**src/rtl/core/crll_pkg.sv**
```systemverilog
// crll_pkg: shared types, sizes and codes for the color ramp lerp lookup
// no dependencies; used by every module under rtl/core
package crll_pkg;

    localparam int RAMP_DEPTH = 256;
    localparam int ADDR_W     = $clog2(RAMP_DEPTH);
    localparam int CFG_W      = 9;
    localparam int LIFE_W     = 16;
    localparam int FRAC_W     = 16;
    localparam int AGE_W      = FRAC_W + 1;
    localparam int POS_W      = FRAC_W + ADDR_W;
    localparam int MUL_W      = AGE_W + ADDR_W;
    localparam int COLOR_W    = 32;
    localparam int CHAN_W     = 8;
    localparam int NUM_CHAN   = 4;
    localparam int DIV_STAGES = 4;
    localparam int DIV_BITS   = FRAC_W / DIV_STAGES;
    localparam int PROD_W     = CHAN_W + 1 + AGE_W;
    localparam int SUM_W      = CHAN_W + FRAC_W;
    localparam int LATENCY    = DIV_STAGES + 5;

    typedef logic [ADDR_W-1:0]  addr_t;
    typedef logic [ADDR_W:0]    nuse_t;
    typedef logic [CFG_W-1:0]   cfg_t;
    typedef logic [LIFE_W-1:0]  life_t;
    typedef logic [FRAC_W-1:0]  frac_t;
    typedef logic [AGE_W-1:0]   age_t;
    typedef logic [POS_W-1:0]   pos_t;
    typedef logic [MUL_W-1:0]   mul_t;
    typedef logic [COLOR_W-1:0] color_t;
    typedef logic [CHAN_W-1:0]  chan_t;

    typedef enum logic {
        REQ_WRITE = 1'b0,
        REQ_SHADE = 1'b1
    } req_t;

    localparam age_t AGE_ONE = age_t'(1) << FRAC_W;

    typedef struct packed {
        logic   shade;
        logic   wr_en;
        addr_t  addr;
        color_t color;
    } item_t;

endpackage

```
**src/rtl/core/crll_age_div.sv**
```systemverilog
// crll_age_div: pipelined restoring divider forming the Q1.16 particle age
// depends on crll_pkg; carries the item sideband alongside the quotient
module crll_age_div (
    input  logic                clk,
    input  logic                rst_n,
    input  logic                in_valid,
    input  crll_pkg::life_t     in_left,
    input  crll_pkg::life_t     in_total,
    input  crll_pkg::item_t     in_item,
    output logic                out_valid,
    output crll_pkg::age_t      out_age,
    output crll_pkg::item_t     out_item
);

    logic              vld_reg  [crll_pkg::DIV_STAGES+1];
    crll_pkg::item_t   item_reg [crll_pkg::DIV_STAGES+1];
    crll_pkg::life_t   rem_reg  [crll_pkg::DIV_STAGES+1];
    crll_pkg::frac_t   quo_reg  [crll_pkg::DIV_STAGES+1];
    crll_pkg::life_t   dvs_reg  [crll_pkg::DIV_STAGES+1];
    logic              zero_reg [crll_pkg::DIV_STAGES+1];
    logic              full_reg [crll_pkg::DIV_STAGES+1];

    crll_pkg::life_t   rem_next [crll_pkg::DIV_STAGES];
    crll_pkg::frac_t   quo_next [crll_pkg::DIV_STAGES];

    // four quotient bits (DIV_BITS) per stage
    always_comb
    begin
        logic [crll_pkg::LIFE_W:0] sh;
        crll_pkg::life_t           r;
        crll_pkg::frac_t           q;
        for (int s = 0; s < crll_pkg::DIV_STAGES; s++)
        begin
            r = rem_reg[s];
            q = quo_reg[s];
            for (int b = 0; b < crll_pkg::DIV_BITS; b++)
            begin
                sh = {r, 1'b0};
                if (sh >= {1'b0, dvs_reg[s]})
                begin
                    sh = sh - {1'b0, dvs_reg[s]};
                    q  = {q[crll_pkg::FRAC_W-2:0], 1'b1};
                end
                else
                begin
                    q  = {q[crll_pkg::FRAC_W-2:0], 1'b0};
                end
                r = sh[crll_pkg::LIFE_W-1:0];
            end
            rem_next[s] = r;
            quo_next[s] = q;
        end
    end

    always_ff @(posedge clk or negedge rst_n)
    begin
        if (!rst_n)
        begin
            for (int s = 0; s <= crll_pkg::DIV_STAGES; s++)
            begin
                vld_reg[s] <= 1'b0;
            end
        end
        else
        begin
            vld_reg[0] <= in_valid;
            for (int s = 1; s <= crll_pkg::DIV_STAGES; s++)
            begin
                vld_reg[s] <= vld_reg[s-1];
            end
        end
    end

    always_ff @(posedge clk)
    begin
        item_reg[0] <= in_item;
        rem_reg[0]  <= in_total - in_left;
        quo_reg[0]  <= '0;
        dvs_reg[0]  <= in_total;
        zero_reg[0] <= (in_total == '0) || (in_left >= in_total);
        full_reg[0] <= (in_left == '0) && (in_total != '0);
        for (int s = 1; s <= crll_pkg::DIV_STAGES; s++)
        begin
            item_reg[s] <= item_reg[s-1];
            rem_reg[s]  <= rem_next[s-1];
            quo_reg[s]  <= quo_next[s-1];
            dvs_reg[s]  <= dvs_reg[s-1];
            zero_reg[s] <= zero_reg[s-1];
            full_reg[s] <= full_reg[s-1];
        end
    end

    always_comb
    begin
        if (full_reg[crll_pkg::DIV_STAGES])
        begin
            out_age = crll_pkg::AGE_ONE;
        end
        else if (zero_reg[crll_pkg::DIV_STAGES])
        begin
            out_age = '0;
        end
        else
        begin
            out_age = {1'b0, quo_reg[crll_pkg::DIV_STAGES]};
        end
    end

    assign out_valid = vld_reg[crll_pkg::DIV_STAGES];
    assign out_item  = item_reg[crll_pkg::DIV_STAGES];

endmodule

```
**config.mk**
```make
export PLATFORM = sky130hd
export DESIGN_NAME = crll_age_div
export DESIGN_NICKNAME = d
export VERILOG_FILES = /design/src/rtl/core/crll_pkg.sv /design/src/rtl/core/crll_age_div.sv
export SDC_FILE = /design/constraint.sdc
export NUM_CORES = 1
export LEC_CHECK = 0
export BUFFER_PORTS_ARGS = -buffer_cell sky130_fd_sc_hd__buf_2
export CAP_MARGIN = 20
export CORE_MARGIN = 2
export CORE_UTILIZATION = 31
export CTS_CLUSTER_DIAMETER = 40
export DETAILED_ROUTE_END_ITERATION = 10
export GPL_TIMING_DRIVEN = 0
export SYNTH_ARGS = -nofsm -noshare
export SYNTH_HDL_FRONTEND = slang
export SYNTH_SLANG_ARGS = --single-unit
```
**constraint.sdc**
```tcl
create_clock -name clk -period 29.5 [get_ports clk]
set_input_delay 2.95 -clock clk [delete_from_list [all_inputs] [get_ports clk]]
set_output_delay 2.95 -clock clk [all_outputs]
set_load 0.1 [all_outputs]
```
# [After elaboration in Yosys (flattened, before gate mapping)]
# Memory sizes are Yosys's and may differ from the RTL's.
# Cells that the tools add are included.
[word_totals] memories=6 input_bits=77 out_inout_bits=60 reg_bits=5 mem_bits_rw=460
[op_classes] add_sub_neg=17 reduce_logical=5 n_mux=34 magnitude_cmp=17
[mem_list] name="item_reg" words=5 word_bits=42 rd=5 rd_ports_with_merged_regs=0 write_ports=5 line="crll_age_div.sv:16" rtl="crll_pkg::item_t item_reg [crll_pkg::DIV_STAGES+1];"
[mem_list] name="dvs_reg" words=5 word_bits=16 rd=4 rd_ports_with_merged_regs=0 write_ports=5 line="crll_age_div.sv:19" rtl="crll_pkg::life_t dvs_reg [crll_pkg::DIV_STAGES+1];"
[mem_list] name="quo_reg" words=5 word_bits=16 rd=5 rd_ports_with_merged_regs=0 write_ports=5 line="crll_age_div.sv:18" rtl="crll_pkg::frac_t quo_reg [crll_pkg::DIV_STAGES+1];"
[mem_list] name="rem_reg" words=5 word_bits=16 rd=4 rd_ports_with_merged_regs=0 write_ports=5 line="crll_age_div.sv:17" rtl="crll_pkg::life_t rem_reg [crll_pkg::DIV_STAGES+1];"
[mem_list] name="full_reg" words=5 word_bits=1 rd=5 rd_ports_with_merged_regs=0 write_ports=5 line="crll_age_div.sv:21" rtl="logic full_reg [crll_pkg::DIV_STAGES+1];"
[mem_list] name="zero_reg" words=5 word_bits=1 rd=5 rd_ports_with_merged_regs=0 write_ports=5 line="crll_age_div.sv:20" rtl="logic zero_reg [crll_pkg::DIV_STAGES+1];"
[ops] op="$ge 17x16->1" n=16
[ops] op="$mux 16" n=17
[ops] op="$sub 16x16->16" n=17
[ops] op="$logic_not 16->1" n=2
[ops] op="$mux 17" n=1
[ops] op="$ge 16x16->1" n=1
[ops] op="$mux 1" n=16
[ops] op="$reduce_bool 16->1" n=1
[ops] op="$logic_and 1x1->1" n=1
[ops] op="$logic_or 1x1->1" n=1

# [Depth between registers and ports, before layout]
# Gate-level depths: netlist (run 1).
# An unclocked memory read counts as a cell.
[depth] ltp_word=9 ltp_mapped=48

# [Least setup slack after synthesis (run 1)]
# No wires, ideal clock.
[synth_timing] path_type="flip-flop to flip-flop" from="mem dvs_reg[0][17] in the netlist's numbering" to="mem rem_reg[0][39] in the netlist's numbering" t_required_ns=29.379 arrival_ns=9.902 period_less_slack_ns=10.023 path_stages_with_launch=45 path_slack_ns=19.477 setup_ns=0.121 path_buffers=5 path_cell_list="dfxtp_1 > inv_1 > ha_1 > nor2b_1 > o31a_1 > o41a_1 > nand4_1 > a31oi_1 > nor3_2 > buf_2 > clkbuf_1 > nor2_1 > ha_1 > nor2b_1 > o31a_1 > o41ai_2 > o21ai_1 > a2111oi_0 > [9 not listed] > a211oi_1 > o31a_1 > o21ai_0 > nand3_1 > nand2_1 > o311a_1 > mux2i_1 > ha_1 > o21a_1 > o21a_1 > o21a_1 > o41a_1 > a31oi_1 > o21ai_0 > a211o_1 > a31oi_4 > buf_2 > mux2_2"
[synth_rtl] item="start: declaration" line="crll_age_div.sv:19"
[synth_rtl] item="end: declaration" line="crll_age_div.sv:17"

==> results of run 1 <==
[cells in the mapped netlist, types with 50 or more instances]
| master | n |
|---|---|
| dfxtp_1 | 388 |
| a21oi_1 | 183 |
| nor2_1 | 164 |
| o21ai_0 | 109 |
| nand2_1 | 111 |
| a21o_1 | 73 |
| inv_1 | 151 |
| xor2_1 | 59 |
| nor3_1 | 50 |
| ha_1 | 260 |
| xnor2_1 | 134 |
| mux2_2 | 117 |
[worst max path at each step]
stage | end | start
5_1_grt | rem_reg[0][46]$_DFF_P_ | dvs_reg[0][17]$_DFF_P_
3_5_place_dp | rem_reg[0][46]$_DFF_P_ | dvs_reg[0][17]$_DFF_P_
4_1_cts | rem_reg[0][45]$_DFF_P_ | dvs_reg[0][17]$_DFF_P_
3_3_place_gp | rem_reg[0][44]$_DFF_P_ | dvs_reg[0][17]$_DFF_P_
2_1_floorplan | rem_reg[0][39]$_DFF_P_ | dvs_reg[0][17]$_DFF_P_
6_report | rem_reg[0][46]$_DFF_P_ | dvs_reg[0][17]$_DFF_P_
[metal layers]
layer / up-vias / track usage (%)
met5: - / 0
met4: 0 / 4.22
met3: 84 / 1.89
met2: 323 / 23.5
met1: 8170 / 20.2
li1: 9079 / -
[final cells by class]
cell class	instances	area share, %
well taps	959	4.55
repair buffers	136	2.58
multi-input cells	1795	52.2
inverters	154	2.20
plain buffers	76	1.91
clock buffers	59	4.98
clock inverters	30	1.67
flip-flops and latches	393	29.9
[logic make-up after synthesis]
| logic type | count (synthesis) |
|---|---|
| buffers and inverters | 230 |
| flip-flops | 393 |
| XOR/XNOR | 193 |
| AND/OR/NAND/NOR | 573 |
| multiplexers | 150 |
| adder cells (fa/ha/maj) | 265 |
| AO/OA/AOI/OAI | 614 |
[worst register-to-register path: cells and delay by family (launching register included)]
| kind | cells | cell delay (ps) |
|---|---|---|
| buffers and inverters | 6 | 1800 |
| muxes | 2 | 680 |
| adders and majority gates | 4 | 1420 |
| AOI/OAI and AO/OA | 25 | 6330 |
| and+or+nand+nor | 8 | 1680 |
| DFF | 1 | 470 |
[cell usage in the layout (no fill, tap or decap), types with 59 or more instances in the layout]
cell and instances:
o21ai_0 109, xnor2_1 134, nor2_1 164, inv_1 151
ha_1 260, a21o_1 73, dfxtp_1 388, mux2_2 117
xor2_1 59, buf_2 146, nand2_1 111, a21oi_1 183
[metrics by stage]
| stage | utilization [%] | setup slack [ps] | hold slack, ps | std cells | area, sq um |
|---|---|---|---|---|---|
| final | 36.2 | 16990 | 310 | 3602 | 26400 |
| after global routing | 36.2 | 16140 | 312 | 3602 | 26400 |
| after CTS | 36.2 | 17100 | 310 | 3602 | 26400 |
| after detailed placement | 33.8 | 17150 | 312 | 3513 | 24600 |
| after global placement | 33.8 | 17240 | 310 | 3513 | 24600 |
| after floorplan | - | 19480 | 310 | 2418 | 22700 |
==> summary.md, run 1 <==
| Metric | Value |
|---|---|
| Worst r2r path cells | `45` |
| Synthesis Warnings | `0` |
| Main combinational cell family by area after synthesis | `compound AO/OA/AOI/OAI gates` |
| Synth cell types | `92` |
| Layout area overhead | `16.0%` |
| Initial antenna violation count | `3` |
| Resize count post-CTS | `0` |
| Routed vias | `17700` |
| Hold Path Depth | `0` |
| Num CTS Buffers | `49` |
| Wire length per cell | `15.4 microns` |
| Routed Antenna Nets | `0` |
| Synth Flop Type | `dfxtp_1` |
| GPL Wtd Cong | `0.869` |
| Hold crit path type | `flop to flop` |
| Outcome | `complete, no violations` |
| Final Max Slew Viols | `0` |
| Die Wd | `275 microns` |
| Total grt overflow | `0` |
| CTS tree | `yes` |
| Port Buffers | `136` |
| Largest net degree at the start of global routing | `15` |
| Crit path depth | `45` |
| Wl on met1 | `27300 microns` |
| Simple-Gate Fraction of Synth Area | `12.6%` |
| Mux cell area share after synthesis | `7.80%` |
| Synth area leaders | `dfxtp_1 (34%), ha_1 (14%), mux2_2 (5.8%)` |
| Top routing layer used | `met4` |
| Post-Synth Adder-Cell Area | `14.7%` |
| Crit share post-route | `42.4%` |
| Max clock buf depth | `3` |
| Clock Sinks | `393` |
| Worst R2R Start | `dvs_reg[0][17]$_DFF_P_` |
| Postcts setup bufs | `0` |
| RSZ-0062 raised after global routing | `no` |
| Hold Path Sink | `quo_reg[0][53]$_DFF_P_` |
| CTS H-tree lvls | `2` |
| Sequential-to-total area share from yosys stat | `34.7%` |
| Final net count | `2947` |
| Reg2Reg Capture Point | `rem_reg[0][46]$_DFF_P_` |
| Hold Crit Start | `quo_reg[0][33]$_DFF_P_` |
| Io pins | `137` |
| Area leader, netlist | `dfxtp_1` |
| WL met2 | `24700 microns` |
| Syn Nets | `2760` |
| Arr. time, crit path | `12980 ps` |
| Kind of cell adding the most delay to the critical path | `compound AO/OA/AOI/OAI gates` |
| FF+latch area | `0.00789 sq mm` |
| Final clock skew | `18.8 ps` |
| 1st-iter DRT viols | `912` |
| Global-route wire length before repair | `88200 microns` |
| Die ar. | `0.0755 sq mm` |
| Vias in the first global route | `16600` |
| Clk root buf | `clkbuf_16` |
| CP Capture Type | `flop` |
| Number of synthesized flops with an enable pin | `0` |
| Number of flip-flops in the largest register | `210` |
| Finish-stage setup viols | `0` |
| Setup Crit Path Kind | `flop to flop` |
| Multi-input logic area | `0.0138 sq mm` |
| Routed WL | `55600 microns` |
| Setup_tns | `0 ps` |
| Max-slew headroom | `40.0%` |
| Core Area | `0.0728 sq mm` |
| CP required | `29970 ps` |
| Ratio of cells with drive above 1 in the final layout | `17.4%` |
| CTS hold repair buffers | `0` |
| FP Rows | `99` |
| Post-Synth XOR/XNOR Area | `7.43%` |
| Final Hold Vio Count | `0` |
| Clock slew at reported path FFs | `60 ps` |
| Asr flop ratio synth | `1.27%` |
| Worst-path fanout max | `10` |
| Fmax | `79.9 MHz` |
| Drt drc | `0` |
| Starting density of the core | `31.2%` |
| Buf/Inv on CP | `6` |
| Yosys top cell area share | `34.2%` |
| Flops & latches, synth | `393` |
| Cell Area, Synth | `0.0227 sq mm` |
| Most used cell, CP | `o21a_1` |
| Delay of the slowest critical-path stage | `500 ps` |
| MaxCap Viol Count | `0` |
| R2R Setup Slk | `16990 ps` |
| Syn Area/Cell | `9.40 sq um` |
| WL met3 | `2270 microns` |
| Slowest stage cell, crit path | `a2111oi_0` |
| Worst slew pin tran | `888 ps` |
| Compound-gate portion of the synthesized area | `18.0%` |
| DP HPWL | `45100 microns` |
| Clock latency on the worst-skew pair | `590 ps` |
| GRT Resource Usage Total | `14.5%` |
| Die height | `275 microns` |
| DRT Pass-1 Iters | `7` |
| Type of origin of the critical path | `flop` |
| Layout fillers | `7513` |
| Via/cell ratio | `4.90` |
| Syn Inst Count | `2418` |
| N_diodes | `0` |
| Fin crit period | `12510 ps` |
Power of run 1 is left out: the tool's default activity adds up to more than one toggle a clock period on the data nets, which glitch-free logic cannot reach.
==> run 2, diff against run 1 <==
==> constraint.sdc (replaced) <==
create_clock -name clk -period 10.2 [get_ports clk]
set_input_delay 1.02 -clock clk [delete_from_list [all_inputs] [get_ports clk]]
set_output_delay 1.02 -clock clk [all_outputs]
set_load 0.1 [all_outputs]
==> run 2 against run 1 <==
  * Global-route usage increased by 0.17 points
  * Sequential share of layout area decreased by 1.5 points
  * Utilization increased by 2.0 points
  * Clock skew decreased by 3.5 ps
  * Die area unchanged
  * Register-to-register slack got worse by 17000 ps
  * Critical path depth decreased by 1
  * Via count increased by 2.9%
  * Worst setup slack got worse by 17000 ps
  * Hold slack got worse by 85 ps
  * Non-clock buffer count increased by 71
  * First-iteration DRC count increased by 8.8%
==> summary.md, run 2 (synthesis gave the netlist of run 1 again) <==
| Metric | Value |
|---|---|
| Clock Sinks | `393 (unchanged)` |
| Final Hold Vio Count | `0 (unchanged)` |
| Most used cell, CP | `o31a_1` |
| Final clock skew | `15.3 ps (-3.50 ps)` |
| CTS H-tree lvls | `2 (unchanged)` |
| Routed WL | `57700 microns (+3.9%)` |
| Max clock buf depth | `3 (unchanged)` |
| FP Rows | `99 (unchanged)` |
| Buf/Inv on CP | `6 (unchanged)` |
| Clock slew at reported path FFs | `60 ps (about the same)` |
| Crit share post-route | `97.4% (+55 points)` |
| Non-Filler Instances | `3673 (+2.0%)` |
| Clk root buf | `clkbuf_16` |
| R2R Setup Slk | `270 ps (-16730 ps)` |
| Finish-stage setup viols | `0 (unchanged)` |
| Initial antenna violation count | `3 (unchanged)` |
| Die height | `275 microns (unchanged)` |
| Worst slew pin tran | `815 ps (-72.5 ps)` |
| Wire length per cell | `15.7 microns (+1.9%)` |
| Crit path depth | `44 (-2.2%)` |
| Largest net degree at the start of global routing | `15 (unchanged)` |
| Delay of the slowest critical-path stage | `530 ps (+30 ps)` |
| DRT Pass-1 Iters | `5 (-2)` |
| Most frequent cells in the layout | `dfxtp_1 (379), ha_1 (245), a21oi_1 (164), nor2_1 (161), inv_1 (142)` |
| Via/cell ratio | `4.95 (+0.89%)` |
| Commonest non-fill, non-tap cell in the layout | `dfxtp_1` |
| GRT Resource Usage Total | `14.7% (+0.17 points)` |
| CTS tree | `yes` |
| Final Max Slew Viols | `0 (unchanged)` |
| Number of flip-flops in the largest register | `210 (unchanged)` |
| Vias in the first global route | `16900 (+1.6%)` |
| Die Wd | `275 microns (unchanged)` |
| Fmax | `101 MHz (+26%)` |
| CP required | `10670 ps (-19300 ps)` |
| Total grt overflow | `0 (unchanged)` |
| Type of origin of the critical path | `flop` |
| Fin crit period | `9930 ps (-2570 ps)` |
| Layout area overhead | `22.3%` |
| Final Hold Slack | `225 ps (-85.1 ps)` |
| Io pins | `137 (unchanged)` |
| CP Capture Type | `flop` |
| Arr. time, crit path | `10400 ps (-2580 ps)` |
| Hold crit path type | `input port to asynchronous set/reset pin` |
| Global-route wire length before repair | `89200 microns (+1.1%)` |
| Port Buffers | `136 (unchanged)` |
| GPL Wtd Cong | `0.869 (unchanged)` |
| Die ar. | `0.0755 sq mm (unchanged)` |
| Reg2Reg Capture Point | `rem_reg[0][41]$_DFF_P_` |
| Drt drc | `0 (unchanged)` |
| Slowest stage cell, crit path | `or4_4` |
| Final net count | `3018 (+2.4%)` |
| Layout fillers | `7374 (-1.9%)` |
| N_diodes | `0 (unchanged)` |
| Worst-path fanout max | `5 (-5)` |
| Kind of cell adding the most delay to the critical path | `compound AO/OA/AOI/OAI gates` |
| 1st-iter DRT viols | `992 (+8.8%)` |
| Routed Antenna Nets | `0 (unchanged)` |
| Worst R2R Start | `dvs_reg[0][17]$_DFF_P_` |
| RSZ-0062 raised after global routing | `yes` |
| Routed vias | `18200 (+2.9%)` |
| Ratio of cells with drive above 1 in the final layout | `23.8% (+6.4 points)` |
| Clock latency on the worst-skew pair | `590 ps (about the same)` |
| Num CTS Buffers | `49 (unchanged)` |
| CP startpoint | `dvs_reg[0][17]$_DFF_P_` |
| Setup_tns | `0 ps (unchanged)` |
| Worst r2r path cells | `44 (-2.2%)` |
| DP HPWL | `45100 microns (unchanged)` |
| Max-slew headroom | `45.6% (+5.6 points)` |
| Setup Crit Path Kind | `flop to flop` |
| MaxCap Viol Count | `0 (unchanged)` |
| Critical Path Sink | `rem_reg[0][41]$_DFF_P_` |
| Outcome | `complete, no violations` |
| Dpl cells | `3513 (unchanged)` |
| Core Area | `0.0728 sq mm (unchanged)` |
| Starting density of the core | `31.2% (unchanged)` |
| Final core occ | `38.2% (+2.0 points)` |
-- run 2: cell count changes in the layout (fill, tap and decap cells not counted), sizes merged --
cell / change
inv: -2
clkinvlp: +2
buf: +71
-- run 2: metal layers --
metal / share of wire (%) / global-route usage [%] / vias up / routed length (microns)
met2: 45 / 23.7 / 378 / 25900
met3: 4.3 / 1.94 / 87 / 2480
met5: 0 / 0 / - / 0
li1: - / - / 9222 / -
met4: 2.4 / 4.55 / 0 / 1410
met1: 48 / 20.4 / 8477 / 27900
-- run 2: worst min-delay path by stage --
stage	cells after the start	slack, ps	from	to
final	1	230	rst_n	vld_reg[1]$_DFF_PN0_
after global routing	1	190	rst_n	vld_reg[3]$_DFF_PN0_
after CTS	1	170	rst_n	vld_reg[3]$_DFF_PN0_
after detailed placement	0	310	item_reg[0][59]$_DFF_P_	item_reg[0][101]$_DFF_P_
after global placement	0	310	item_reg[0][163]$_DFF_P_	item_reg[0][205]$_DFF_P_
after floorplan	0	310	full_reg[0][0]$_DFF_P_	full_reg[0][1]$_DFF_P_
-- run 2: cell type report --
cell class | count | area (sq um) | area share, %
plain buffers | 74 | 587 | 2.11
well taps | 959 | 1200 | 4.32
multi-input cells | 1795 | 14500 | 52.1
clock buffers | 59 | 1310 | 4.73
inverters | 154 | 596 | 2.14
repair buffers | 209 | 1280 | 4.60
flip-flops and latches | 393 | 7910 | 28.5
clock inverters | 30 | 442 | 1.59
-- run 2: worst register-to-register path, delay by kind of cell (launching register included) --
family | cells | cell delay, ps
flops | 1 | 380
mux | 2 | 580
compound gates | 21 | 5320
simple gates | 11 | 1630
buf+inv | 6 | 810
fa+ha+maj | 4 | 1060
-- run 2: timing repair --
| action | in CTS | in global routing |
|---|---|---|
| buffers inserted | 23 | 47 |
| gates cloned | 2 | 1 |
| pin swaps | 15 | 44 |
| hold buffers | 0 | 0 |
| resized for setup | 59 | 161 |
| setup endpoints to repair | 52 | 52 |
-- run 2: stage by stage --
step	worst slack, ps	instance area, sq um
5_1_grt	-85.4	27800
6_report	265	27800
3_3_place_gp	-2060	24600
3_5_place_dp	-2150	24600
4_1_cts	7.83	26800
2_1_floorplan	177	22700
Power of run 2 is left out for the same reason.
