## src/rtl/core/crll_pkg.sv

```systemverilog
// crll_pkg: shared types, sizes and codes for the color ramp lerp lookup
// no dependencies; used by every module under rtl/core
package crll_pkg;

    localparam int RAMP_DEPTH = 256;
    localparam int ADDR_W     = $clog2(RAMP_DEPTH);
    localparam int CFG_W      = 9;
    localparam int LIFE_W     = 16;
    localparam int FRAC_W     = 16;
    localparam int AGE_W      = FRAC_W + 1;
    localparam int POS_W      = FRAC_W + ADDR_W;
    localparam int MUL_W      = AGE_W + ADDR_W;
    localparam int COLOR_W    = 32;
    localparam int CHAN_W     = 8;
    localparam int NUM_CHAN   = 4;
    localparam int DIV_STAGES = 4;
    localparam int DIV_BITS   = FRAC_W / DIV_STAGES;
    localparam int PROD_W     = CHAN_W + 1 + AGE_W;
    localparam int SUM_W      = CHAN_W + FRAC_W;
    localparam int LATENCY    = DIV_STAGES + 5;

    typedef logic [ADDR_W-1:0]  addr_t;
    typedef logic [ADDR_W:0]    nuse_t;
    typedef logic [CFG_W-1:0]   cfg_t;
    typedef logic [LIFE_W-1:0]  life_t;
    typedef logic [FRAC_W-1:0]  frac_t;
    typedef logic [AGE_W-1:0]   age_t;
    typedef logic [POS_W-1:0]   pos_t;
    typedef logic [MUL_W-1:0]   mul_t;
    typedef logic [COLOR_W-1:0] color_t;
    typedef logic [CHAN_W-1:0]  chan_t;

    typedef enum logic {
        REQ_WRITE = 1'b0,
        REQ_SHADE = 1'b1
    } req_t;

    localparam age_t AGE_ONE = age_t'(1) << FRAC_W;

    typedef struct packed {
        logic   shade;
        logic   wr_en;
        addr_t  addr;
        color_t color;
    } item_t;

endpackage

```

## src/rtl/core/crll_lerp.sv

```systemverilog
// crll_lerp: two-stage per-channel linear blend of two ramp colors
// depends on crll_pkg; drives the registered result and its strobe
module crll_lerp (
    input  logic               clk,
    input  logic               rst_n,
    input  logic               in_valid,
    input  crll_pkg::frac_t    in_frac,
    input  crll_pkg::color_t   in_from,
    input  crll_pkg::color_t   in_to,
    output logic               out_valid,
    output crll_pkg::chan_t    out_red,
    output crll_pkg::chan_t    out_green,
    output crll_pkg::chan_t    out_blue,
    output crll_pkg::chan_t    out_alpha
);

    logic                                   vld_p_reg;
    logic                                   vld_o_reg;
    crll_pkg::chan_t                        base_reg [crll_pkg::NUM_CHAN];
    logic signed [crll_pkg::PROD_W-1:0]     prod_reg [crll_pkg::NUM_CHAN];
    crll_pkg::chan_t                        res_reg  [crll_pkg::NUM_CHAN];

    logic signed [crll_pkg::PROD_W-1:0]     prod_next [crll_pkg::NUM_CHAN];
    crll_pkg::chan_t                        base_next [crll_pkg::NUM_CHAN];
    crll_pkg::chan_t                        res_next  [crll_pkg::NUM_CHAN];

    // red in the top byte, alpha in the bottom
    always_comb
    begin
        logic signed [crll_pkg::CHAN_W:0]     d;
        logic signed [crll_pkg::AGE_W-1:0]    f;
        logic signed [crll_pkg::PROD_W-1:0]   sum;
        f = $signed({1'b0, in_frac});
        for (int c = 0; c < crll_pkg::NUM_CHAN; c++)
        begin
            base_next[c] = in_from[crll_pkg::CHAN_W*(crll_pkg::NUM_CHAN-1-c) +: crll_pkg::CHAN_W];
            d = $signed({1'b0, in_to[crll_pkg::CHAN_W*(crll_pkg::NUM_CHAN-1-c) +:
                                     crll_pkg::CHAN_W]})
                - $signed({1'b0, base_next[c]});
            prod_next[c] = d * f;
            sum = $signed({{(crll_pkg::PROD_W-crll_pkg::SUM_W){1'b0}}, base_reg[c],
                           {crll_pkg::FRAC_W{1'b0}}}) + prod_reg[c];
            res_next[c] = sum[crll_pkg::SUM_W-1:crll_pkg::FRAC_W];
        end
    end

    always_ff @(posedge clk or negedge rst_n)
    begin
        if (!rst_n)
        begin
            vld_p_reg <= 1'b0;
            vld_o_reg <= 1'b0;
        end
        else
        begin
            vld_p_reg <= in_valid;
            vld_o_reg <= vld_p_reg;
        end
    end

    always_ff @(posedge clk)
    begin
        for (int c = 0; c < crll_pkg::NUM_CHAN; c++)
        begin
            base_reg[c] <= base_next[c];
            prod_reg[c] <= prod_next[c];
            res_reg[c]  <= res_next[c];
        end
    end

    assign out_valid = vld_o_reg;
    assign out_red   = res_reg[0];
    assign out_green = res_reg[1];
    assign out_blue  = res_reg[2];
    assign out_alpha = res_reg[3];

endmodule

```

## config.mk

```make
export PLATFORM = sky130hd
export DESIGN_NAME = crll_lerp
export DESIGN_NICKNAME = d
export VERILOG_FILES = /design/src/rtl/core/crll_pkg.sv /design/src/rtl/core/crll_lerp.sv
export SDC_FILE = /design/constraint.sdc
export NUM_CORES = 1
export LEC_CHECK = 0
export ABC_AREA = 1
export CORE_MARGIN = 2
export CORE_UTILIZATION = 25
export CTS_BUF_LIST = sky130_fd_sc_hd__clkbuf_8
export DETAILED_ROUTE_END_ITERATION = 7
export DONT_BUFFER_PORTS = 1
export GPL_ROUTABILITY_DRIVEN = 0
export PLACE_DENSITY = 0.51
export SYNTH_ARGS = -nofsm -noshare
export SYNTH_HDL_FRONTEND = slang
export SYNTH_SLANG_ARGS = --single-unit
```

## constraint.sdc

```tcl
create_clock -name clk -period 1.6 [get_ports clk]
set_clock_uncertainty 0.1 [all_clocks]
set_input_delay 0.48 -clock clk [delete_from_list [all_inputs] [get_ports clk]]
set_output_delay 0.48 -clock clk [all_outputs]
set_load 0.005 [all_outputs]
```

### Yosys cells after proc, flatten, opt, wreduce, memory -nomap -nowiden

Memory sizes are Yosys's and may differ from the RTL's.
Index checks and enable logic that the tools add are counted.

| operators by class | value |
|---|---|
| add/sub/neg operators | 8 |
| $mul | 4 |

Operators by type and width:

| cell | count |
|---|---|
| 9-bit by 17-bit multiplier with 26-bit output | 4 |
| 24-bit adder | 4 |
| 8-bit by 8-bit subtractor with 9-bit output | 4 |

| word-level totals | value |
|---|---|
| flip-flop bits (word level) | 2 |
| memory bits (writable) | 168 |
| bits of input ports | 83 |
| output and inout bits | 33 |
| memories kept | 3 |

Memories:

| name | depth | bits a word | rd ports | clocked after memory_dff | write ports | RTL line | RTL |
|---|---|---|---|---|---|---|---|
| prod_reg | 4 | 26 | 4 | 0 | 4 | crll_lerp.sv:20 | `logic signed [crll_pkg::PROD_W-1:0] prod_reg [crll_pkg::NUM_CHAN];` |
| base_reg | 4 | 8 | 4 | 0 | 4 | crll_lerp.sv:19 | `crll_pkg::chan_t base_reg [crll_pkg::NUM_CHAN];` |
| res_reg | 4 | 8 | 4 | 0 | 4 | crll_lerp.sv:21 | `crll_pkg::chan_t res_reg [crll_pkg::NUM_CHAN];` |

### Longest topological paths before layout

Gate-level depths: netlist (run 1).

| logic depth | value |
|---|---|
| depth in word-level cells | 2 |
| mapped depth | 31 |
| depth with buffers taken out | 30 |

### Least setup slack after synthesis (run 1)

Ideal clock, no wire load.

| path | value |
|---|---|
| path type | input to register |
| start | input port in_to[24] |
| end | memory prod_reg[0][18] (netlist name) |
| setup time | 0.112 ns |
| data arrival time | 5.542 ns |
| setup slack | -4.155 ns |
| stages | 26 |
| path through | inv_1 > ha_1 > fa_1 > o21ai_2 > o21ai_2 > xor2_1 > inv_1 > buf_2 > nor2_1 > fa_1 > inv_1 > fa_1 > inv_1 > fa_1 > fa_1 > inv_1 > fa_1 > inv_1 > ha_1 > nand2_1 > inv_1 > nand3_1 > o21ai_0 > nand2_1 > nand3_1 > nand2_1 |

RTL lines:

| what | RTL line | RTL |
|---|---|---|
| start: declaration | crll_lerp.sv:9 | `input crll_pkg::color_t in_to,` |
| end: declaration | crll_lerp.sv:20 |  |

==> results of run 1 <==
cell usage after synthesis, types with 3 or more instances:
cell type,instances,area [sq um]
o21ai_2,14,123
buf_6,6,67.6
o21ai_0,40,200
nor2_1,421,1580
o211ai_1,7,52.6
a21oi_1,89,445
nand3_1,82,410
clkinv_1,3,11.3
a21o_1,13,97.6
a31oi_1,11,68.8
dfxtp_1,96,1920
xnor2_1,21,184
xor2_1,41,359
or2_2,6,37.5
nor4_1,6,37.5
inv_1,530,1990
xor2_2,7,114
buf_2,18,90.1
fa_1,400,8010
ha_1,284,3550
nor3_1,27,135
nand4_1,18,113
inv_2,6,22.5
o21bai_1,9,67.6
o21bai_4,3,56.3
clkbuf_1,64,240
nand2_1,520,1950
o21a_1,4,30.0
per-stage QoR:
step	area, sq um	worst slack, ns
2_1_floorplan	22500	-3.88
3_3_place_gp	26800	-4.20
3_5_place_dp	26800	-4.23
4_1_cts	28400	-3.56
5_1_grt	29400	-3.82
6_report	29400	-3.58
layout make-up:
class                           instances  share of cell area, %
Multi-Input combinational cell       2036                   67.0
Timing Repair Buffer                  469                   13.4
Inverter                              539                   7.20
Sequential cell                        98                   6.75
Tap cell                             1165                   4.95
Clock buffer                           10                  0.468
Clock inverter                          6                  0.200
Timing Repair inverter                  1                 0.0213
Antenna cell                            1                0.00850
logic make-up after synthesis:
group / after synthesis / synth area share, %
compound gates: 198 / 5.44
xor+xnor: 69 / 2.97
fa+ha+maj: 684 / 52.2
buf+inv: 631 / 11.0
flops: 98 / 8.91
simple gates: 1085 / 19.4
layer usage:
metal / vias up / GRT usage (%) / wire length (um)
li1: 9140 / - / -
met1: 9152 / 19.3 / 29700
met2: 331 / 25.9 / 31900
met3: 65 / 2.26 / 2800
met4: 0 / 4.22 / 1540
met5: - / 0 / 0
timing repair:
item,4_1_cts,5_1_grt
resized for setup,200,168
gates cloned,1,0
hold buffers,34,0
endpoints found under the hold margin,35,0
buffers inserted,18,22
pin swaps,104,96
setup endpoints to repair,39,45
final timing paths:
kind,from,end,slack (ns)
worst max-delay path,in_from[1],prod_reg[3][18]$_DFF_P_,-3.58
worst min-delay path,rst_n,out_valid$_DFF_PN0_,0.13
worst max register to register,prod_reg[1][16]$_DFF_P_,res_reg[1][6]$_DFF_P_,-0.01
worst min register to register,vld_p_reg$_DFF_PN0_,out_valid$_DFF_PN0_,0.26
max in group asynchronous,rst_n,vld_p_reg$_DFF_PN0_,1.16
min in group clk,vld_p_reg$_DFF_PN0_,out_valid$_DFF_PN0_,0.26
==> impl_metrics.ini, run 1 <==
[yosys]
synth.distinct_cells = 40
ys.flop_type = dfxtp_1
yosysWarnings = 0
seq_area_frac_synth_pct = 8.91
synth_edf_count = 0
syn-num-nets = 3532
synthesis.area_sq_um = 22100
ys_seq_elements = 98
syn_inst = 2765
async_reset_ff_share_pct = 2.04
synth.avg_cell_area_sq_um = 8.01

[timing]
fin_ws_ns = -3.58
finalSetupViolCount = 33
final-hold-violation-count = 0
worstMarginPinSlew_ns = 0.579
whs_ns = 0.125
fin_crit_sh_pct = 324
min_period_ns = 5.18
fmax_mhz = 193
tns_ns = -109.90
maxSlewHeadroom_pct = 61.4
drv_slew = 0
rsz0062_at_grt = true

[worst_setup_path]
critPathBufInv = 5
rr_worst_depth = 8
cp.required_ns = 1.87
critPathTopFamily = adder cells
endpoint_kind = register
worstPathCellList = inv_1 -> ha_4 -> nand2_4 -> o21ai_4 -> buf_4 -> xor2_2 -> buf_4 -> buf_4 -> nor2_1 -> fa_1 -> fa_1 -> fa_1 -> fa_1 -> ha_1 -> ha_1 -> a21oi_1 -> o21ai_0 -> a21oi_2 -> nand2_4 -> buf_4 -> xor2_1
worstPathArrival_ns = 5.45
startpoint_type = primary input
cp_slowest_stage_delay_ns = 0.56
cpMaxStageDelayCell = fa_1
path_depth = 21
path_class = primary input to register
critPathMaxFanout = 12

[clock_network]
cts.sinks = 98
cts_max_path_buffers = 2
root_buffer = clkbuf_8
htreeDepth = 3
clk_latency_ns = 0.50
clk_pin_slew_ns = 0.10
cts_inserted_buffers = 9
cts_tree = done

[drt]
antenna_left = 0
wl_mm = 65.9
vias_per_cell = 4.32
drt_iter0_markers = 827
drt_drc_violations_left = 0
wl_per_cell_um = 15.2
dr.pass1.iters = 5
vias = 18700

[layout]
drive_above_1_share_pct = 26.5
multiInputGateArea_sq_um = 19700
area_growth_pct = 33.0
layout_commonest_cell = inv_1
utilization_pct = 33.4
final_nets = 3921
layout_common_cells = 498 x inv_1, 456 x nand2_1, 395 x buf_4
finalNonFillerCells = 4325
regArea_sq_um = 1990
fill_cells = 9305

[global_route]
grt_max_degree = 27
grt_pass1_vias = 20000
grt_usage_pct = 15.0
grt_pass1_wl_mm = 106
antenna_found_initial = 1
grt_overflow = 0

[min_path]
hold_path_class = primary input to asynchronous set/reset pin

[die]
core_sq_um = 88100
rows = 109
io_pins = 116
dieWidth_um = 302
start_util_pct = 25.1
die_y_um = 302
die_area_sq_um = 91000

[placement]
dp_hpwl_mm = 53.6
dpl.cell_count = 4239
port_buffers = 0

[flow_run]
cap_violations = 0

[status]
status = finished, violations left
violations = setup timing
Power of run 1 is left out: the tool's default activity adds up to more than one toggle a clock period on the data nets, which glitch-free logic cannot reach.
==> run 2: changes to the inputs <==
--- a/config.mk
+++ b/config.mk
@@ -9,6 +9,7 @@
 export CORE_MARGIN = 2
 export CORE_UTILIZATION = 25
 export CTS_BUF_LIST = sky130_fd_sc_hd__clkbuf_8
+export CTS_CLUSTER_SIZE = 25
 export DETAILED_ROUTE_END_ITERATION = 7
 export DONT_BUFFER_PORTS = 1
 export GPL_ROUTABILITY_DRIVEN = 0
==> constraint.sdc (replaced) <==
create_clock -name clk -period 1.6 [get_ports clk]
set_clock_uncertainty 0.1 [all_clocks]
set_input_delay 0.24 -clock clk [delete_from_list [all_inputs] [get_ports clk]]
set_output_delay 0.24 -clock clk [all_outputs]
set_load 0.005 [all_outputs]
==> run 2 against run 1 <==
The run still ends with setup timing left. Register-to-register slack lost 0.03 ns. Design area shrank 0.77%. Clock-buffer cell count shrank 1. Global-route usage is essentially flat. Setup slack gained 0.27 ns. Core utilization shrank 0.26 points. Sequential share of layout area grew 0.061 points. Highest routed layer unchanged. Critical path type unchanged. Via count shrank 0.49%. Critical endpoint is now prod_reg[1][23]$_DFF_P_. Flip-flop and latch count is the same. Cell count shrank 0.12%.
==> impl_metrics.ini, run 2 (synthesis gave the netlist of run 1 again) <==
[status]
status = finished, violations left
violations = setup timing

[worst_setup_path]
cpMaxStageDelayCell = fa_2
path_class = primary input to register
startpoint_type = primary input
cp.required_ns = 1.88
cp_slowest_stage_delay_ns = 0.56
critPathMostFrequentCell = nand2_1
endpoint_kind = register
critPathMaxFanout = 3
worstPathArrival_ns = 5.20

[global_route]
grt_overflow = 0
grt_pass1_vias = 19900
antenna_found_initial = 2
grt_max_degree = 27
grt_usage_pct = 14.9
grt_pass1_wl_mm = 106

[timing]
rsz0062_at_grt = true
worstMarginPinSlew_ns = 0.561
finalSetupViolCount = 34
fin_crit_sh_pct = 307
drv_slew = 0
final-hold-violation-count = 0
tns_ns = -103.19
maxSlewHeadroom_pct = 62.5
min_period_ns = 4.91
fmax_mhz = 203
fin_ws_ns = -3.31

[layout]
regArea_sq_um = 1990
multiInputGateArea_sq_um = 19600
drive_above_1_share_pct = 26.3
fill_cells = 9384
final_nets = 3915
finalNonFillerCells = 4320
area_growth_pct = 31.9
utilization_pct = 33.2
layout_commonest_cell = inv_1
layout_common_cells = 492 x inv_1, 460 x nand2_1, 393 x buf_4

[placement]
port_buffers = 0
dp_hpwl_mm = 53.5
dpl.cell_count = 4239
dpl_worst_slack_ns = -3.99

[die]
core_sq_um = 88100
die_area_sq_um = 91000
die_y_um = 302
start_util_pct = 25.1
rows = 109
io_pins = 116
dieWidth_um = 302

[drt]
dr.pass1.iters = 5
drt_iter0_markers = 881
vias = 18600
wl_mm = 65.7
antenna_left = 0
wl_met3_mm = 2.85
vias_per_cell = 4.30
wl_met2_mm = 31.7
wl_met1_mm = 29.5
wl_per_cell_um = 15.2
drt_drc_violations_left = 0
routed.top_layer = met4

[clock_network]
cts_max_path_buffers = 2
root_buffer = clkbuf_8
cts_tree = done
clk_latency_ns = 0.52
htreeDepth = 3
cts_inserted_buffers = 9
clk_pin_slew_ns = 0.17
cts.sinks = 98

[min_path]
hold_path_class = primary input to register

[flow_run]
cap_violations = 0
[run 2: stage by stage]
stage	instance area (sq um)	hold slack [ns]
after floorplan	22500	-0.156
after global placement	26800	-0.156
after detailed placement	26800	-0.156
after CTS	28500	0.114
after global routing	29200	0.124
final	29200	0.153
[run 2: layout make-up]
type	instances	share of cell area (%)
antenna	2	0.0171
clock buffer	9	0.424
clock inverter	7	0.278
inverter	539	7.29
multi-input combinational	2036	67.0
sequential	98	6.81
tap	1165	4.99
timing repair buffer	463	13.2
timing repair inverter	1	0.0214
[run 2: worst paths after layout]
path / startpoint / end / slack (ns) / cells past startpoint
worst min register to register: vld_p_reg$_DFF_PN0_ / out_valid$_DFF_PN0_ / 0.27 / 0
worst max-delay path: in_to[16] / prod_reg[1][23]$_DFF_P_ / -3.31 / 28
max in group asynchronous: rst_n / out_valid$_DFF_PN0_ / 0.92 / 2
worst min-delay path: in_from[22] / base_reg[1][6]$_DFF_P_ / 0.15 / 1
worst max register to register: prod_reg[1][16]$_DFF_P_ / res_reg[1][6]$_DFF_P_ / -0.04 / 8
min in group asynchronous: rst_n / vld_p_reg$_DFF_PN0_ / 0.37 / 2
[run 2: what timing repair did]
| action | CTS | global route |
|---|---|---|
| hold buffers | 35 | 0 |
| setup endpoints to repair | 39 | 43 |
| cloned | 1 | 0 |
| pin swaps | 118 | 105 |
| resized for setup | 210 | 142 |
| hold endpoints to repair | 35 | 0 |
| buffers inserted | 21 | 11 |
[run 2: critical path, delay by kind of cell]
| family | cells | cell delay, ns |
|---|---|---|
| AND/OR/NAND/NOR | 8 | 0.49 |
| buffers and inverters | 6 | 0.36 |
| AO/OA/AOI/OAI | 5 | 0.67 |
| XOR/XNOR | 1 | 0.15 |
| adder cells (fa/ha/maj) | 8 | 3.28 |
[run 2: layer usage]
| metal | global-route usage, % | vias up |
|---|---|---|
| met5 | 0 | - |
| met4 | 4.37 | 0 |
| met3 | 2.59 | 70 |
| met2 | 25.7 | 318 |
| met1 | 19.1 | 9087 |
| li1 | - | 9122 |
Power of run 2 is left out for the same reason.
==> run 3: changes to the inputs <==
--- a/config.mk
+++ b/config.mk
@@ -6,6 +6,7 @@
 export NUM_CORES = 1
 export LEC_CHECK = 0
 export ABC_AREA = 1
+export CORE_ASPECT_RATIO = 1.25
 export CORE_MARGIN = 2
 export CORE_UTILIZATION = 25
 export CTS_BUF_LIST = sky130_fd_sc_hd__clkbuf_8
@@ -13,7 +14,7 @@
 export DETAILED_ROUTE_END_ITERATION = 7
 export DONT_BUFFER_PORTS = 1
 export GPL_ROUTABILITY_DRIVEN = 0
-export PLACE_DENSITY = 0.51
+export PLACE_DENSITY = 0.49
 export SYNTH_ARGS = -nofsm -noshare
 export SYNTH_HDL_FRONTEND = slang
 export SYNTH_SLANG_ARGS = --single-unit
==> constraint.sdc (replaced) <==
create_clock -name clk -period 6.3 [get_ports clk]
set_clock_uncertainty 0.1 [all_clocks]
set_input_delay 0.945 -clock clk [delete_from_list [all_inputs] [get_ports clk]]
set_output_delay 0.945 -clock clk [all_outputs]
set_load 0.005 [all_outputs]
==> run 3 against run 2 <==
The run now ends clean. Setup slack improved by 3.7 ns. Register-to-register slack improved by 4.4 ns. Design area decreased by 13%. Sequential share of layout area increased by 0.99 points. Clock-buffer cell count increased by 1. Via count decreased by 4.6%. Critical endpoint is now prod_reg[2][23]$_DFF_P_. Core utilization decreased by 4.4 points.
==> impl_metrics.ini, run 3 (synthesis gave the netlist of run 1 again) <==
[status]
status = complete, no violations

[worst_setup_path]
startpoint_type = primary input
critPathMostFrequentCell = nand2_1
path_class = primary input to register
critPathMaxFanout = 3
cp.required_ns = 6.66
cpMaxStageDelayCell = fa_1
worstPathArrival_ns = 6.29
endpoint_kind = register
cp_slowest_stage_delay_ns = 0.53

[layout]
fin_area_sq_um = 25300
multiInputGateArea_sq_um = 17700
drive_above_1_share_pct = 10.1
layout_common_cells = 532 x inv_1, 520 x nand2_1, 421 x nor2_1
final_nets = 3692
fill_cells = 9512
regArea_sq_um = 1970
layout_commonest_cell = inv_1
area_growth_pct = 14.3

[clock_network]
clk_latency_ns = 0.50
htreeDepth = 3
cts_inserted_buffers = 9
cts_max_path_buffers = 2
clk_pin_slew_ns = 0.12
post_cts_buffers = 0
cts_tree = done
cts.sinks = 98
root_buffer = clkbuf_8

[global_route]
grt_overflow = 0
grt_pass1_vias = 19300
grt_max_degree = 27
antenna_found_initial = 1
grt_pass1_wl_mm = 105
grt_usage_pct = 15.0

[die]
rows = 122
core_sq_um = 88100
start_util_pct = 25.1
die_y_um = 337
dieWidth_um = 270
die_area_sq_um = 91000
io_pins = 116

[drt]
drt_iter0_markers = 745
drt_drc_violations_left = 0
antenna_left = 0
wl_per_cell_um = 15.9
wl_mm = 65.4
dr.pass1.iters = 5
vias_per_cell = 4.32
vias = 17700

[timing]
fin_crit_sh_pct = 94.2
worstMarginPinSlew_ns = 0.609
drv_slew = 0
maxSlewHeadroom_pct = 59.4
finalSetupViolCount = 0
min_period_ns = 5.93
fmax_mhz = 169
rsz0062_at_grt = false
final-hold-violation-count = 0

[placement]
port_buffers = 0
dp_hpwl_mm = 54.4
placed_cell_area_sq_um = 25100

[min_path]
hold_path_class = register to register

[flow_run]
cap_violations = 0
==> run 3: cell count changes in the layout (fill, tap and decap cells not counted), sizes merged <==
cell         before  now
diode             2    1
buf             428  240
dlygate4sd3      35    1
clkbuf            9   10
clkinv            9    3
clkinvlp          0    2
bufinv            0    2
==> run 3: repair_timing <==
action / 4_1_cts / 5_1_grt
hold buffers: 1 / 0
endpoints found under the hold margin: 2 / 0
gates resized for setup: 0 / 2
setup endpoints to repair: 0 / 5
==> run 3: metrics by stage <==
stage	instances	setup TNS, ns	worst slack [ns]	hold WS [ns]	util [%]
floorplan	2765	0	0.0804	0.231	-
global placement	4091	-2.18	-0.225	0.235	28.4
detailed placement	4091	-3.22	-0.232	0.239	28.4
CTS	4108	0	0.319	0.267	28.7
global route	4109	0	0.00687	0.280	28.7
finish	4109	0	0.368	0.261	28.7
==> run 3: layout make-up <==
cell class	count	share of cell area, %
Multi-Input combinational cell	2036	70.1
Inverter	539	8.00
Sequential cell	98	7.79
Timing Repair Buffer	241	7.41
Tap cell	1178	5.83
Clock buffer	10	0.544
Clock inverter	6	0.326
Antenna cell	1	0.00989
==> run 3: path summary, 6_finish.rpt <==
kind | from | to | slack [ns] | depth (start not counted)
setup / recovery | in_to[8] | prod_reg[2][23]$_DFF_P_ | 0.37 | 30
hold reg to reg | vld_p_reg$_DFF_PN0_ | out_valid$_DFF_PN0_ | 0.26 | 0
min in group asynchronous | rst_n | out_valid$_DFF_PN0_ | 0.56 | 1
max in group asynchronous | rst_n | vld_p_reg$_DFF_PN0_ | 5.43 | 1
setup reg to reg | base_reg[3][0]$_DFF_P_ | res_reg[3][6]$_DFF_P_ | 4.34 | 8
hold / removal | vld_p_reg$_DFF_PN0_ | out_valid$_DFF_PN0_ | 0.26 | 0
==> run 3: metal layers <==
metal	vias up	global-route usage (%)	share of wire, %
li1	8678	-	-
met2	290	26.5	49
met5	-	0	0
met3	77	2.43	4.3
met1	8701	18.3	44
met4	0	5.35	2.8
==> run 3: worst max-delay path, delay by kind of cell <==
kind,cells,cell delay (ns)
AOI/OAI and AO/OA,4,0.47
xor gates and xnor gates,1,0.22
adders and majority gates,8,3.32
buffers and inverters,8,0.64
and+or+nand+nor,9,0.72
Power of run 3 is left out for the same reason.
